--- src/fcc_pkg.sv ---
package fcc_pkg;

  localparam int WordWidth = 32;
  localparam int MantWidth = 24;
  localparam int FracBits  = 23;

  typedef enum logic {
    OP_ENCODE = 1'b0,
    OP_DECODE = 1'b1
  } op_t;

  typedef struct packed {
    logic                 operation;
    logic [WordWidth-1:0] operand_word;
  } in_beat_t;

  typedef struct packed {
    logic [WordWidth-1:0] result_word;
    logic                 range_flag;
  } out_beat_t;

  localparam logic [7:0]  ExpMask  = 8'hff;
  localparam logic [23:0] MantSign = 24'h800000;
  localparam logic [23:0] MantNorm = 24'h400000;
  localparam logic [23:0] SatPos   = 24'h7fffff;
  localparam logic [23:0] SatNeg   = 24'h800001;

endpackage

--- src/fcc_stream_if.sv ---
interface fcc_stream_if #(
  parameter int Width = 33
);
  logic             valid;
  logic             ready;
  logic [Width-1:0] payload;

  modport source (output valid, output payload, input ready);
  modport sink (input valid, input payload, output ready);
endinterface

--- src/fcc_encode.sv ---
module fcc_encode (
  input  logic [31:0] word,
  output logic [31:0] result,
  output logic        flag
);
  logic        sign;
  logic [7:0]  bexp;
  logic [22:0] frac;
  logic [23:0] mag;
  logic [23:0] m;

  always_comb begin
    sign = word[31];
    bexp = word[30:23];
    frac = word[22:0];
    mag = {1'b0, 1'b1, frac[22:1]};
    m = sign ? (24'd0 - mag) : mag;
    if (bexp == 8'd0) begin
      result = '0;
      flag = (frac != 23'd0);
    end else if (bexp == fcc_pkg::ExpMask || bexp > 8'd253) begin
      // packed exponent would exceed +127
      result = {8'h7f, sign ? fcc_pkg::SatNeg : fcc_pkg::SatPos};
      flag = 1'b1;
    end else begin
      result = {8'(bexp - 8'd126), m};
      flag = 1'b0;
    end
  end
endmodule

--- src/fcc_decode.sv ---
module fcc_decode (
  input  logic [31:0] word,
  output logic [31:0] result,
  output logic        flag
);
  logic [23:0] m;
  logic        sign;
  logic [23:0] mag;
  logic [4:0]  p;
  logic signed [9:0] biased;
  logic [23:0] norm;

  always_comb begin
    m = word[23:0];
    sign = m[23];
    mag = sign ? (24'd0 - m) : m;
    if (sign && mag == 24'd0) mag = fcc_pkg::MantSign;
    p = 5'd0;
    for (int i = 0; i < 24; i++) begin
      if (mag[i]) p = 5'(i);
    end
    biased = 10'(signed'({5'd0, p})) + 10'(signed'(word[31:24])) + 10'sd104;
    norm = mag << (5'd23 - p);
    if (m == 24'd0) begin
      result = '0;
      flag = 1'b0;
    end else if (biased <= 10'sd0) begin
      result = {sign, 31'd0};
      flag = 1'b1;
    end else if (biased >= 10'sd255) begin
      result = {sign, fcc_pkg::ExpMask, 23'd0};
      flag = 1'b1;
    end else begin
      result = {sign, biased[7:0], norm[22:0]};
      flag = 1'b0;
    end
  end
endmodule

--- src/float32_custom_float_converter.sv ---
// Converts IEEE single <-> packed float (8-bit signed exponent, 24-bit
// two's-complement mantissa), direction chosen per beat by operation.
// Channels: in_ch (sink) carries {operation, operand_word}; out_ch (source)
// carries {result_word, range_flag}. Beat on valid && ready.
// Result: valid in the cycle after the input beat; the conversion is
// combinational from in_ch.payload into the output register.
// Throughput: one beat per cycle while out_ch is ready; in_ch.ready follows
// out_ch.ready or an empty output register, so a stalled receiver holds the
// result and back-pressures the input with no loss.
// Reset: rst (synchronous) empties the output register; the result data is not reset.
// range_flag marks saturation, overflow to infinity, flush to zero, or NaN/infinity input.
module float32_custom_float_converter (
  input  logic         clk,
  input  logic         rst,
  fcc_stream_if.sink   in_ch,
  fcc_stream_if.source out_ch
);
  fcc_pkg::in_beat_t  in_beat;
  fcc_pkg::out_beat_t out_beat;
  fcc_pkg::out_beat_t calc;
  logic        out_valid;
  logic [31:0] enc_res, dec_res;
  logic        enc_flag, dec_flag;

  assign in_beat = in_ch.payload;
  assign in_ch.ready = !out_valid || out_ch.ready;

  fcc_encode u_enc (.word(in_beat.operand_word), .result(enc_res), .flag(enc_flag));
  fcc_decode u_dec (.word(in_beat.operand_word), .result(dec_res), .flag(dec_flag));

  always_comb begin
    if (in_beat.operation == fcc_pkg::OP_DECODE) begin
      calc.result_word = dec_res;
      calc.range_flag = dec_flag;
    end else begin
      calc.result_word = enc_res;
      calc.range_flag = enc_flag;
    end
  end

  always_ff @(posedge clk) begin
    if (rst) begin
      out_valid <= 1'b0;
    end else if (in_ch.ready) begin
      out_valid <= in_ch.valid;
    end
    if (in_ch.ready && in_ch.valid) out_beat <= calc;
  end

  assign out_ch.valid = out_valid;
  assign out_ch.payload = out_beat;

  a_hold: assert property (@(posedge clk) disable iff (rst)
    out_valid && !out_ch.ready |=> out_valid && $stable(out_beat))
    else $error("result lost under stall");
  a_load: assert property (@(posedge clk) disable iff (rst)
    in_ch.valid && in_ch.ready |=> out_valid)
    else $error("accepted beat produced no result");
  a_ready: assert property (@(posedge clk) disable iff (rst)
    !out_valid |-> in_ch.ready)
    else $error("stalled while empty");
endmodule
--- src/flat_wrapper.sv ---
// flat-port wrapper written by rule: the top's interface ports become plain ports
module float32_custom_float_converter_flat 
  (clk, rst, in_ch_valid, in_ch_payload, in_ch_ready, out_ch_valid, out_ch_payload, out_ch_ready);
  fcc_stream_if in_ch_i ();
  fcc_stream_if out_ch_i ();
  input  logic clk;
  input  logic rst;
  input wire logic [$bits(in_ch_i.valid)-1:0] in_ch_valid;
  input wire logic [$bits(in_ch_i.payload)-1:0] in_ch_payload;
  output wire logic [$bits(in_ch_i.ready)-1:0] in_ch_ready;
  output wire logic [$bits(out_ch_i.valid)-1:0] out_ch_valid;
  output wire logic [$bits(out_ch_i.payload)-1:0] out_ch_payload;
  input wire logic [$bits(out_ch_i.ready)-1:0] out_ch_ready;
  assign in_ch_i.valid = in_ch_valid;
  assign in_ch_i.payload = in_ch_payload;
  assign in_ch_ready = in_ch_i.ready;
  assign out_ch_valid = out_ch_i.valid;
  assign out_ch_payload = out_ch_i.payload;
  assign out_ch_i.ready = out_ch_ready;
  float32_custom_float_converter u_core (.clk(clk), .rst(rst), .in_ch(in_ch_i), .out_ch(out_ch_i));
endmodule
--- config.mk ---
export PLATFORM = sky130hd
export DESIGN_NAME = float32_custom_float_converter_flat
export DESIGN_NICKNAME = d
export VERILOG_FILES = /design/src/fcc_pkg.sv /design/src/fcc_stream_if.sv /design/src/fcc_encode.sv /design/src/fcc_decode.sv /design/src/float32_custom_float_converter.sv /design/src/flat_wrapper.sv
export SDC_FILE = /design/constraint.sdc
export NUM_CORES = 1
export LEC_CHECK = 0
export ABC_AREA = 1
export BUFFER_PORTS_ARGS = -buffer_cell sky130_fd_sc_hd__buf_2
export CAP_MARGIN = 20
export CORE_UTILIZATION = 65
export CTS_BUF_LIST = sky130_fd_sc_hd__clkbuf_8
export DETAILED_ROUTE_END_ITERATION = 16
export GPL_TIMING_DRIVEN = 0
export MAX_ROUTING_LAYER = met4
export PLACE_DENSITY = 0.95
export SYNTH_ARGS = -nofsm -noshare
export SYNTH_HDL_FRONTEND = slang
export SYNTH_SLANG_ARGS = --single-unit
--- constraint.sdc ---
create_clock -name clk -period 19.75 [get_ports clk]
set_clock_uncertainty 0.2 [all_clocks]
set_input_delay 3.95 -clock clk [delete_from_list [all_inputs] [get_ports clk]]
set_output_delay 3.95 -clock clk [all_outputs]
set_load 0.03 [all_outputs]
==> flow_summary.rst <==
.. list-table::
   :header-rows: 1

   * - Metric
     - Value
   * - Maximum number of buffers from clock root to sink
     - 2
   * - Count of max-cap constraint violations
     - 0
   * - Maximum clock frequency
     - 90.69 MHz
   * - Buffer type at the clock tree root
     - sky130_fd_sc_hd__clkbuf_8
   * - Library cell contributing the largest single delay on the critical path
     - sky130_fd_sc_hd__a21boi_2
   * - Fraction of the yosys area taken by sequential cells
     - 0.2094
   * - Run status
     - completed
   * - Cell total after placement
     - 1,001
   * - Number of gates resized after CTS
     - 0
   * - Top cell by count, worst path
     - sky130_fd_sc_hd__nand2_1
   * - Final weighted congestion in routability-driven placement
     - ~1.2
   * - Number of buffers created by CTS
     - 5
   * - Share of async-settable or async-resettable flops after synthesis
     - 0
   * - Max Transition Viols Final
     - 0
   * - Worst hold-check path type
     - register to register
   * - Hpwl dp
     - between 10,000 and 15,000 µm
   * - Sequential group share of total power
     - 0.277
   * - Final instance area
     - ~0.0055 mm²
   * - Layout Cells excl Fill
     - 1,009
   * - Count of different cell masters after synthesis
     - 42
   * - Post-synthesis cell area
     - about 0.0048 mm²
   * - Height of the die
     - between 80 and 90 µm
   * - Final setup TNS
     - 0 ns
   * - Net count after synthesis
     - slightly below 900
   * - Hold buffer count at cts
     - 0
   * - Final-report setup violation count
     - 0
   * - Worst relative slew slack
     - 0.3684
   * - Count of inserted antenna diode cells
     - 0
   * - Cell area power density
     - between 50 and 60 mW/mm²
   * - RSZ-0062 raised after global routing
     - no
   * - Data arrival time of the worst path
     - 10.84 ns
   * - Cell types with the highest counts after synthesis
     - sky130_fd_sc_hd__nand2_1 (262), sky130_fd_sc_hd__nand3_1 (143), sky130_fd_sc_hd__inv_1 (81)
   * - Average wire per standard cell
     - ~17 µm
   * - Area after DPL
     - roughly 0.0053 mm²
   * - Initial DRC Count
     - between 800 and 900
   * - Post-Route Utilization
     - 0.7563
   * - Skew-Pair Late Insertion Delay
     - just under 0.3 ns
   * - Number of cells produced by synthesis
     - approximately 830
   * - Die Width
     - a little under 90 µm
   * - Max stage delay on crit path
     - approximately 0.32 ns
   * - Most common cell in the synthesized netlist
     - sky130_fd_sc_hd__nand2_1
   * - Combinational power share
     - 0.490
   * - Pin count of the biggest net entering global routing
     - 34
   * - Clock tree from TritonCTS
     - done
   * - Standard cell core area
     - 0.007214 mm²
   * - Most frequently used flop master after synthesis
     - sky130_fd_sc_hd__edfxtp_1
   * - Synth warnings
     - 0
   * - Critical Path Sink Type
     - register
   * - Final-layout fill cell count
     - roughly 630
   * - Die area
     - slightly below 0.008 mm²
   * - Highest ir drop seen on vdd
     - approximately 0.035 mV
   * - Total length of routed wires
     - 16,820 µm
   * - Via/cell ratio
     - between 6 and 7
   * - Proportion of layout cells with a drive suffix above 1
     - 0.1549
   * - Power spent charging and discharging nets
     - approximately 0.14 mW
   * - CTS H-tree lvls
     - 2
   * - Iteration count of the initial detailed-routing pass
     - 6
   * - PortBufs
     - 71
   * - Antenna viol nets, final
     - 0
   * - Clock-pin slew reported for the worst setup and hold paths after clock tree synthesis
     - 0.07 ns
   * - Initial Utilization
     - 0.6693
   * - Transition time at the pin with the least slew margin
     - 0.9453 ns
   * - Fin nets
     - 966
   * - Time the final worst path needs with I/O delays and setup
     - between 10 and 15 ns
   * - Kind of launch point of the worst setup path
     - input pin
   * - Initial antenna violation count
     - 0
   * - Number of global-route vias before repair
     - between 5,000 and 6,000
   * - CP Max Fanout
     - 8
   * - P&R area growth vs syn
     - 13.01%
   * - Remaining Overflow, GRT
     - 0
   * - Portion of synthesized cell area occupied by the leading cell type
     - 0.2052
   * - Total Routing Usage GR
     - 0.4535
   * - Worst endpoint required time
     - between 15 and 20 ns
   * - Global-route wire length before repair
     - approximately 26,000 µm
   * - Number of enable flip-flop cells after synthesis
     - 33
   * - Ports
     - between 70 and 80
   * - Period utilisation layout
     - 0.5583
   * - Switch share
     - 0.4271
   * - Post-CTS setup repair buffer count
     - 0
   * - Yosys reg bits
     - 34
   * - Static Leakage
     - about 2.8 nW
   * - Number of sinks driven by the clock tree
     - 34
   * - Most area-consuming cells after synthesis
     - sky130_fd_sc_hd__edfxtp_1 (21%), sky130_fd_sc_hd__nand2_1 (20%), sky130_fd_sc_hd__nand3_1 (15%)
   * - Clock share of power
     - 0.233
   * - Worst Setup Path Type
     - input pin to register
   * - DRC errors left
     - 0
   * - Std-Cell Rows
     - 31
   * - Internal power consumption
     - between 0.15 and 0.2 mW
   * - DR vias
     - about 6,200
   * - Synthesized area per cell
     - around 5.8 µm²
   * - Final hold violation count
     - 0
   * - Yosys top cell by area
     - sky130_fd_sc_hd__edfxtp_1
## worst paths after layout
| path | cells past startpoint | start | end | slack (ns) |
|---|---|---|---|---|
| max | 56 | in_ch_payload[1] | u_core.out_ch.payload[6] | 8.72 |
| min | 2 | u_core.out_ch.valid | u_core.out_ch.valid | 0.36 |
| max reg2reg | 1 | u_core.out_ch.valid | u_core.out_ch.payload[19] | 18.06 |
| min reg2reg | 2 | u_core.out_ch.valid | u_core.out_ch.valid | 0.36 |
## routing by layer
metal / wire (µm) / global-route usage
met5: 0 / -
met4: 753 / 0.2082
met3: 2398 / 0.09708
met2: 7419 / 0.7070
met1: 6252 / 0.5591
## power groups by stage
stage | Combinational (mW) | Sequential (mW) | Clock (mW)
final | 0.160 | 0.0901 | 0.0760
after global routing | 0.174 | 0.0911 | 0.0794
after CTS | 0.153 | 0.0902 | 0.0759
after detailed placement | 0.152 | 0.0917 | 0
after global placement | 0.148 | 0.0917 | 0
after floorplan | 0.0956 | 0.106 | 0
## sequential cells by signal (all words and copies together) (netlist names)
register	flops
u_core.out_ch.payload	33
u_core.out_ch.valid	1
## layout by cell type, fill, tap and decap left out, types with 9 or more instances in the layout
master	count
sky130_fd_sc_hd__buf_2	75
sky130_fd_sc_hd__edfxtp_1	33
sky130_fd_sc_hd__clkbuf_1	14
sky130_fd_sc_hd__nor2_2	9
sky130_fd_sc_hd__nand2_1	262
sky130_fd_sc_hd__nand2_2	16
sky130_fd_sc_hd__inv_1	81
sky130_fd_sc_hd__ha_1	19
sky130_fd_sc_hd__o21ai_0	44
sky130_fd_sc_hd__inv_2	10
sky130_fd_sc_hd__nand3_1	143
sky130_fd_sc_hd__a21oi_1	36
sky130_fd_sc_hd__nor2_1	76
## through the flow
stage | worst slack, ns | power (mW) | hold WS [ns]
floorplan | 10.27 | 0.2019 | 0.6318
global placement | 9.040 | 0.2398 | 0.2739
detailed placement | 8.825 | 0.2440 | 0.3522
CTS | 9.100 | 0.3190 | 0.3621
global route | 8.234 | 0.3443 | 0.4044
finish | 8.723 | 0.3257 | 0.3559
## final cells by class
cell class / instances / area [µm²] / share of cell area
Multi-Input combinational cell: 679 / 3353 / 0.6145
Sequential cell: 34 / 1011 / 0.1853
Inverter: 94 / 352.8 / 0.06466
Clock buffer: 5 / 68.82 / 0.01261
Timing Repair Buffer: 71 / 355.3 / 0.06512
Buffer: 24 / 122.6 / 0.02247
Tap cell: 99 / 123.9 / 0.02270
Clock inverter: 3 / 68.82 / 0.01261
## cells by family (layout without fill, tap and decap cells)
family / after synthesis / count (layout) / synth area share
simple gates: 544 / 544 / 0.5014
buf+inv: 118 / 197 / 0.09847
compound gates: 106 / 106 / 0.1195
flops: 34 / 34 / 0.2094
fa+ha+maj: 20 / 20 / 0.05338
xor+xnor: 9 / 9 / 0.01788
## worst max-delay path, delay by kind of cell
kind	cells	cell delay (ns)
fa+ha+maj	4	0.91
compound gates	6	0.94
simple gates	40	4.16
buf+inv	6	0.89
No activity file was read; power rests on OpenSTA's default activity.
